$ cat config.mk
export PLATFORM = sky130hd
export DESIGN_NAME = checksummed_record_store_top
export DESIGN_NICKNAME = d
export VERILOG_FILES = /design/src/rtl/core/crs_pkg.sv /design/src/rtl/core/checksummed_record_store_top.sv
export SDC_FILE = /design/constraint.sdc
export NUM_CORES = 2
export LEC_CHECK = 0
export BUFFER_PORTS_ARGS = -buffer_cell sky130_fd_sc_hd__buf_2
export CAP_MARGIN = 5
export CORE_MARGIN = 5
export CORE_UTILIZATION = 25
export DETAILED_ROUTE_END_ITERATION = 8
export PLACE_DENSITY = 0.43
export SYNTH_ARGS = -nofsm -noshare
export SYNTH_HDL_FRONTEND = slang
export SYNTH_SLANG_ARGS = --single-unit
$ cat constraint.sdc
create_clock -name clk_i -period 15.3 [get_ports clk_i]
set_input_delay 0.765 -clock clk_i [delete_from_list [all_inputs] [get_ports clk_i]]
set_output_delay 0.765 -clock clk_i [all_outputs]
set_load 0.01 [all_outputs]
$ cat src/rtl/core/crs_pkg.sv
`timescale 1ns / 1ps
// ----------------------------------------------------------------------------
// crs_pkg
// Shared types and constants for the checksummed record store.
// ----------------------------------------------------------------------------
package crs_pkg;

  localparam int unsigned STORE_DEPTH_DEF = 256;
  localparam int unsigned ADDR_W          = 8;
  localparam int unsigned VALUE_W         = 16;
  localparam int unsigned BYTE_W          = 8;
  localparam int unsigned TRIPLE_LEN      = 3;

  localparam logic REQ_READ  = 1'b0;
  localparam logic REQ_WRITE = 1'b1;

  typedef enum logic [2:0] {
    ST_IDLE,
    ST_MOD,
    ST_WR,
    ST_RD,
    ST_CHK,
    ST_OUT
  } crs_state_e;

endpackage

$ cat src/rtl/core/checksummed_record_store_top.sv
`timescale 1ns / 1ps
// ----------------------------------------------------------------------------
// checksummed_record_store_top
// Byte store holding 16-bit records as low/high/sum triples, with a backup
// triple right after the primary one and an 8-bit additive checksum.
// ----------------------------------------------------------------------------
//  channel | signals                                  | direction
//  --------+------------------------------------------+----------
//  in      | in_valid_i, in_stall_o, req_type_i,      | beat in
//          | base_addr_i, write_value_i               |
//  out     | out_valid_o, out_stall_i, ok_o,          | beat out
//          | read_value_o                             |
//
//  One request at a time: the base is reduced modulo the store depth by
//  repeated subtraction, a write stores the low, high and sum bytes of its
//  triple, a read fetches and checks the primary triple and, if that fails,
//  the backup, then the output register is loaded and idle takes the next
//  beat. Reset clears the per-byte valid bits at once. The sequencer holds
//  only while the output register is full.
// ----------------------------------------------------------------------------
module checksummed_record_store_top
  import crs_pkg::*;
#(
  parameter int unsigned STORE_DEPTH = STORE_DEPTH_DEF
) (
  input  logic                 clk_i,
  input  logic                 rst_ni,
  input  logic                 in_valid_i,
  output logic                 in_stall_o,
  input  logic                 req_type_i,
  input  logic [ADDR_W-1:0]    base_addr_i,
  input  logic [VALUE_W-1:0]   write_value_i,
  output logic                 out_valid_o,
  input  logic                 out_stall_i,
  output logic                 ok_o,
  output logic [VALUE_W-1:0]   read_value_o
);

  localparam int unsigned PW = (STORE_DEPTH > 1) ? $clog2(STORE_DEPTH) : 1;
  localparam logic [ADDR_W:0] DEPTH_W = (ADDR_W + 1)'(STORE_DEPTH);
  localparam logic [PW-1:0]   PTR_LAST = PW'(STORE_DEPTH - 1);
  localparam logic [1:0]      CNT_LAST = 2'(TRIPLE_LEN);
  localparam logic [1:0]      CNT_WR_LAST = 2'(TRIPLE_LEN - 1);

  crs_state_e state_q, state_d;

  logic [BYTE_W-1:0]  mem [STORE_DEPTH];
  logic [STORE_DEPTH-1:0] vld_q;
  logic [BYTE_W-1:0]  rdata_q;
  logic               rvld_q;

  logic               req_q;
  logic [ADDR_W-1:0]  rem_q;
  logic [VALUE_W-1:0] wval_q;
  logic [PW-1:0]      ptr_q;
  logic [1:0]         cnt_q;
  logic               bk_q;
  logic [BYTE_W-1:0]  b0_q, b1_q, b2_q;
  logic               ok_q;
  logic [VALUE_W-1:0] last_good_q;
  logic               out_valid_q;
  logic               out_ok_q;
  logic [VALUE_W-1:0] out_val_q;

  logic               accept;
  logic               rem_big;
  logic               out_free;
  logic [BYTE_W-1:0]  add_a, add_b, add_s;
  logic               good;
  logic [BYTE_W-1:0]  rbyte;
  logic [BYTE_W-1:0]  wdata;
  logic [PW-1:0]      ptr_nxt;

  logic mem_we, mem_re, cap, ptr_ld, ptr_inc, rem_sub, cnt_clr, cnt_inc;
  logic chk_ld, bk_set, out_ld, wr_done;

  assign accept   = in_valid_i && !in_stall_o;
  assign rem_big  = {1'b0, rem_q} >= DEPTH_W;
  assign out_free = !out_valid_q || !out_stall_i;
  assign ptr_nxt  = (ptr_q == PTR_LAST) ? '0 : ptr_q + 1'b1;
  assign rbyte    = rvld_q ? rdata_q : '0;

  // shared 8-bit adder: checksum on write, checksum check on read
  assign add_a = (state_q == ST_WR) ? wval_q[BYTE_W-1:0] : b0_q;
  assign add_b = (state_q == ST_WR) ? wval_q[VALUE_W-1:BYTE_W] : b1_q;
  assign add_s = add_a + add_b;
  assign good  = (add_s == b2_q);

  always_comb begin
    unique case (cnt_q)
      2'd0:    wdata = wval_q[BYTE_W-1:0];
      2'd1:    wdata = wval_q[VALUE_W-1:BYTE_W];
      default: wdata = add_s;
    endcase
  end

  always_comb begin
    state_d = state_q;
    unique case (state_q)
      ST_IDLE: begin
        if (accept) state_d = ST_MOD;
      end
      ST_MOD: begin
        if (!rem_big) state_d = (req_q == REQ_WRITE) ? ST_WR : ST_RD;
      end
      ST_WR: begin
        if (cnt_q == CNT_WR_LAST) state_d = ST_OUT;
      end
      ST_RD: begin
        if (cnt_q == CNT_LAST) state_d = ST_CHK;
      end
      ST_CHK: begin
        state_d = (good || bk_q) ? ST_OUT : ST_RD;
      end
      ST_OUT: begin
        if (out_free) state_d = ST_IDLE;
      end
      default: state_d = ST_IDLE;
    endcase
  end

  always_comb begin
    in_stall_o = 1'b1;
    mem_we  = 1'b0;
    mem_re  = 1'b0;
    cap     = 1'b0;
    ptr_ld  = 1'b0;
    ptr_inc = 1'b0;
    rem_sub = 1'b0;
    cnt_clr = 1'b0;
    cnt_inc = 1'b0;
    chk_ld  = 1'b0;
    bk_set  = 1'b0;
    out_ld  = 1'b0;
    wr_done = 1'b0;
    unique case (state_q)
      ST_IDLE: begin
        in_stall_o = 1'b0;
      end
      ST_MOD: begin
        rem_sub = rem_big;
        ptr_ld  = !rem_big;
        cnt_clr = !rem_big;
      end
      ST_WR: begin
        mem_we  = 1'b1;
        ptr_inc = 1'b1;
        cnt_inc = 1'b1;
        wr_done = (cnt_q == CNT_WR_LAST);
      end
      ST_RD: begin
        mem_re  = (cnt_q != CNT_LAST);
        ptr_inc = (cnt_q != CNT_LAST);
        cap     = (cnt_q != 2'd0);
        cnt_inc = 1'b1;
      end
      ST_CHK: begin
        chk_ld  = 1'b1;
        bk_set  = !good && !bk_q;
        cnt_clr = 1'b1;
      end
      ST_OUT: begin
        out_ld = out_free;
      end
      default: begin
        in_stall_o = 1'b1;
      end
    endcase
  end

  always_ff @(posedge clk_i) begin
    if (mem_we) begin
      mem[ptr_q] <= wdata;
    end
    if (mem_re) begin
      rdata_q <= mem[ptr_q];
    end
  end

  always_ff @(posedge clk_i or negedge rst_ni) begin
    if (!rst_ni) begin
      vld_q  <= '0;
      rvld_q <= 1'b0;
    end else begin
      if (mem_we) vld_q[ptr_q] <= 1'b1;
      if (mem_re) rvld_q <= vld_q[ptr_q];
    end
  end

  always_ff @(posedge clk_i) begin
    if (accept) begin
      req_q  <= req_type_i;
      rem_q  <= base_addr_i;
      wval_q <= write_value_i;
    end else if (rem_sub) begin
      rem_q <= ADDR_W'({1'b0, rem_q} - DEPTH_W);
    end
    if (ptr_ld) begin
      ptr_q <= rem_q[PW-1:0];
    end else if (ptr_inc) begin
      ptr_q <= ptr_nxt;
    end
    // shift in: once a triple's three bytes are in, b0 = low, b1 = high, b2 = sum
    if (cap) begin
      b0_q <= b1_q;
      b1_q <= b2_q;
      b2_q <= rbyte;
    end
    if (out_ld) begin
      out_ok_q  <= ok_q;
      out_val_q <= last_good_q;
    end
  end

  always_ff @(posedge clk_i or negedge rst_ni) begin
    if (!rst_ni) begin
      state_q     <= ST_IDLE;
      cnt_q       <= '0;
      bk_q        <= 1'b0;
      ok_q        <= 1'b0;
      last_good_q <= '0;
      out_valid_q <= 1'b0;
    end else begin
      state_q <= state_d;
      if (cnt_clr) begin
        cnt_q <= '0;
      end else if (cnt_inc) begin
        cnt_q <= cnt_q + 1'b1;
      end
      if (accept) begin
        bk_q <= 1'b0;
      end else if (bk_set) begin
        bk_q <= 1'b1;
      end
      if (wr_done) begin
        ok_q <= 1'b1;
      end else if (chk_ld) begin
        ok_q <= good;
        if (good) last_good_q <= {b1_q, b0_q};
      end
      out_valid_q <= out_ld || (out_valid_q && out_stall_i);
    end
  end

  assign out_valid_o  = out_valid_q;
  assign ok_o         = out_ok_q;
  assign read_value_o = out_val_q;

endmodule

Word-level counts from Yosys, hierarchy flattened --
Memories as Yosys holds them, arrays and structs flattened. A register that Yosys moved wholly into a read port is not among the register bits. Cells that the tools add are included.
Word-level totals: flip-flop bits (word level) 355, bits in writable memories 2048, bits of input ports 29, output and inout bits 19, word-level logic and storage cells 99, memories kept 1
Operators by class: $add $sub $neg 3, order comparisons 2, eq/ne operators 15, muxes and demuxes 37, bitwise logic cells 2, reduce and logical (&&, ||, !) cells 22
Memories:
- mem | depth 256, width 8, read ports 1, clocked after memory_dff 1, write ports 1, RTL line checksummed_record_store_top.sv:47 | logic [BYTE_W-1:0] mem [STORE_DEPTH];
Operators by type and width (count):
- $or A256 B256 Y256 | 1
- $mux W8 | 5
- $mux W1 | 20
- $pmux W3 S6 | 1
- $pmux W8 S2 | 1
- $mux W3 | 5
- $reduce_bool A2 Y1 | 5
- $lt A8 B9 Y1 const B | 1
- $add A8 B1 Y8 const B | 1
- $add A8 B8 Y8 | 1
- $bmux W1 S8 | 1
- $demux W1 S8 | 1
- $eq A8 B8 Y1 | 1
- $eq A8 B8 Y1 const B | 1
- $ge A8 B1 Y1 const B | 1
- $ne A2 B2 Y1 const B | 4
- $eq A3 B2 Y1 const B | 2
- $eq A3 B3 Y1 const B | 2
- $eq A2 B2 Y1 const B | 2
- $logic_and A1 B1 Y1 | 4
- $logic_not A1 Y1 | 4
- $mux W2 | 2
- $reduce_and A4 Y1 | 1
- $reduce_or A2 Y1 | 2
- 10 further kinds | 12

Depth between registers and ports, before layout --
depth after elaboration 9, mapped depth 16, depth with buffers taken out 13

Worst setup path before layout --
OpenSTA, ideal clock, no wires.
path type reg-to-reg, start reg state_q[2], end mem mem[0][6], data pin, setup time 2.187 ns, data arrival time 12.610 ns, required time 13.113 ns, setup slack 0.504 ns, stages on the path, launching flop included 15, buffers on the path 2, period minus slack after synthesis 14.796 ns, cell sequence dfrtp_1 > nor2b_1 > nand2b_1 > clkbuf_1 > clkbuf_1 > nand2_1 > nand2_1 > ha_1 > fa_1 > a21oi_1 > o21ai_0 > or2_2 > a21oi_1 > xor2_1 > o21ai_0
On the way: longest elaborated chain between the ends 4, elaborated cells between the ends (all ways) 5, those cells by class add/sub (1); eq/ne (1); mux (3)
Ends and longest elaborated chain:
- start: declaration | RTL line checksummed_record_store_top.sv:45 | crs_state_e state_q, state_d;
- start signal: assignment | RTL line checksummed_record_store_top.sv:224 | state_q <= state_d;
- $eq A3 B2 Y1 (*) | RTL line checksummed_record_store_top.sv:84, checksummed_record_store_top.sv:85
- $mux W8 (on tied branches) | RTL line checksummed_record_store_top.sv:84, checksummed_record_store_top.sv:85
- $add A8 B8 Y8 (*) | RTL line checksummed_record_store_top.sv:86 | assign add_s = add_a + add_b;
- $pmux W8 S2 (*) | RTL line checksummed_record_store_top.sv:90 | unique case (cnt_q)
- net wdata[6] | RTL line checksummed_record_store_top.sv:71 | logic [BYTE_W-1:0] wdata;
- end: declaration | RTL line checksummed_record_store_top.sv:47
The timed path passes the listed nets; every way through them passes the cells marked *.

Worst setup path after layout --
start reg state_q[1], end mem mem[202][7], data pin
Same word-level chain as after synthesis.

==> out/results.txt <==
Detailed-route DRC error count = 0
Stages on the worst setup path = 14
Final Net Count = 4,770
Placer Congestion = 0.792
WL per Instance = 27.9 um
GRT Util Overall = 0.140
CP Capture Type = flip-flop
WL final = 277,000 um
CP Buf/Inv Count = 3
Crit path launch = state_q[1]
Worst path most repeated cell = buf_4
Warnings from Yosys = 0
Synthesized area = 0.0938 mm2
Mapped Cells = 4,463
Via/cell ratio = 4.61
CP max stage delay = 0.83 ns
Synthesized net count = 4,508
Hold EP = wval_q[4]
Setup-failing EPs final = 0
Num rows = 225
Share of layout cells above drive strength 1 = 0.318
Worst reg2reg path startpoint = state_q[1]
RSZ-0062 raised after global routing = false
Seq cells post-synth = 2,411
Vias in the first global route = 47,600
Ys flop type = edfxtp_1
Via count = 45,800
Max stage delay cell, worst path = buf_4
Clock Tree Root = clkbuf_16
H-tree levels = 5
Die width = 623 um
Dpl hpwl = 168,000 um
Commonest non-fill, non-tap cells in the layout = 2,130 x edfxtp_1, 653 x mux4_2, 291 x nor2_1
Reg power frac = 0.404
Clk_lat worst skew = 0.89 ns
Syn Area/Cell = 21.0 um2
CTS tree = built
Status = finished clean
Antenna Nets Post-Route = 0
Starting DRT DRC Count = 4,088
Gate power share = 0.339
Endpoints failing hold = 0
Clk network pwr share = 0.257
FF-to-FF setup slack = 9.02 ns
Post-synthesis sequential area ratio = 0.757
# clock sinks = 2,411
PortBufs = 47
WP data required = 15.82 ns
Worst Path Max Fanout = 92
Fin Hold WS = 0.0891 ns
Core region area = 0.375 mm2
CP arrival = 6.80 ns
Minimum clock period after layout = 6.28 ns
Clock tree buffer depth = 4
Hold Crit Class = input port to flip-flop
Critical path class = flip-flop to flip-flop
Power Density = 231 mW/mm2
CP top delay family = buffers and inverters
Fin crit share = 0.411
WHS Path Cells = 1
Slew HR = 0.0978
First-pass GRT wire length = 390,000 um
Total of max-cap violations = 0
Leakage = 0.0360 uW
R2R depth = 14
GRT Residual Overflow = 0
Num ports = 48
Reg clk slew, reported paths = 0.06 ns
Achievable Freq = 159 MHz
Layout area overhead = 16.9%
Clk_skew = 0.0505 ns
Slew @ Worst Pin = 1.35 ns
TNS Setup = 0 ns
Pint = 16,400 uW
Critical Path Source Type = flip-flop
Commonest non-fill, non-tap cell in the layout = edfxtp_1
Count of cell types in the netlist = 69
Initial antenna violation count = 17
Switching fraction of total power = 0.352
Async SR Flop Fraction = 0.117
Critical-path cell list = nor2b_1 > nand2b_1 > nand2_1 > nand2_1 > ha_1 > a211oi_1 > nor2_1 > o21a_1 > o41ai_2 > xnor2_1 > o21ai_4 > buf_4 > buf_4 > buf_4
CTS buffer count = 271
VDD IR max = 0.000357 V
Post-synth EDFFs = 2,130
Initial Util = 0.250
1st-pass router iterations = 6
Switching power = 8920 uW
Hold_sp = write_value_i[4]
Die height = 623 um
Largest net degree at the start of global routing = 201
Die area = 0.388 mm2
Worst R2R End = mem[202][7]
Max-slew violation count = 0
==> synthesized netlist by cell type (30+ instances only) <==
| library cell | number | area [um2] |
|---|---|---|
| a22oi_1 | 59 | 443 |
| a21oi_1 | 32 | 160 |
| or2_2 | 260 | 1630 |
| buf_2 | 46 | 230 |
| edfxtp_1 | 2130 | 64000 |
| dfrtp_1 | 281 | 7030 |
| nor2_1 | 295 | 1110 |
| buf_4 | 43 | 323 |
| o21ai_0 | 33 | 165 |
| buf_1 | 30 | 113 |
| mux2i_1 | 52 | 521 |
| nand2_1 | 122 | 458 |
| clkbuf_1 | 105 | 394 |
| nand3_1 | 30 | 150 |
| mux4_2 | 653 | 14700 |
==> state kept, by name, indices dropped and copies added (netlist names) <==
signal and count:
ok_q 1, wval_q 16, req_q 1, bk_q 1, vld_q 256, b1_q 8
ok_o 1, read_value_o 16, cnt_q 2, mem 2048, ptr_q 8, b0_q 8
out_valid_o 1, rem_q 8, b2_q 8, state_q 3, last_good_q 16, rvld_q 1
rdata_q 8
==> worst reg2reg max path: cells and delay by family, from the launching register on <==
kind / cells / cell delay, ns
adders and majority gates: 1 / 0.32
buffers and inverters: 3 / 2.41
DFF: 1 / 0.59
AOI/OAI and AO/OA: 4 / 1.02
xor gates and xnor gates: 1 / 0.16
and+or+nand+nor: 5 / 1.33
==> timing repair <==
action	in CTS	in global routing
hold buffers	17	0
buffers inserted	0	0
gates resized for setup	0	0
endpoints found under the hold margin	75	0
==> per-stage QoR <==
stage                     power [uW]  cell area, um2  worst slack [ns]  utilization  std cells
final                          25300          110000              9.02        0.293       9943
after global routing           26400          110000              8.56        0.293       9940
after CTS                      25700          110000              9.00        0.293       9937
after detailed placement       19200          101000              9.03        0.269       9428
after global placement         19000          101000              9.13        0.269       9428
after floorplan                16400           93800             0.504            -       4463
==> kinds of logic (layout without fill, tap and decap cells) <==
logic type	after synthesis	after routing	share of synthesized area
mux	726	726	0.165
buf+inv	245	726	0.0133
simple gates	805	805	0.0424
flops	2411	2411	0.757
other cells	0	5	0
fa+ha+maj	16	16	0.00221
xor+xnor	24	24	0.00224
compound gates	236	236	0.0181
==> worst max-delay path by stage <==
stage,slack (ns),end
2_1_floorplan,0.50,mem[0][6]
3_3_place_gp,9.13,rdata_q[3]
3_5_place_dp,9.03,mem[195][7]
4_1_cts,9.00,mem[202][7]
5_1_grt,8.56,mem[206][7]
6_report,9.02,mem[202][7]
==> per-layer routing <==
metal | global-route usage | up-vias | part of all wire
met5 | 0 | - | 0.00022
met4 | 0.0339 | 10 | 0.025
met1 | 0.196 | 25300 | 0.45
met2 | 0.226 | 1326 | 0.47
met3 | 0.0245 | 374 | 0.053
li1 | - | 18800 | -
==> power by group through the flow <==
stage / Combinational (uW) / Clock, uW / Sequential (uW)
global route: 9160 / 6950 / 10300
global placement: 8680 / 0 / 10300
CTS: 8840 / 6680 / 10200
floorplan: 4850 / 0 / 11500
detailed placement: 8840 / 0 / 10400
finish: 8600 / 6500 / 10200
==> final cells by class <==
| cell class | count | area [um2] |
|---|---|---|
| clock inverters | 124 | 1380 |
| diodes | 5 | 12.5 |
| fillers | 36400 | 265000 |
| flip-flops and latches | 2411 | 71000 |
| multi-input cells | 1807 | 21800 |
| inverters | 6 | 22.5 |
| well taps | 4994 | 6250 |
| clock buffers | 368 | 7430 |
| repair buffers | 228 | 1810 |
Note: power is estimated with default switching activity, not from simulation.
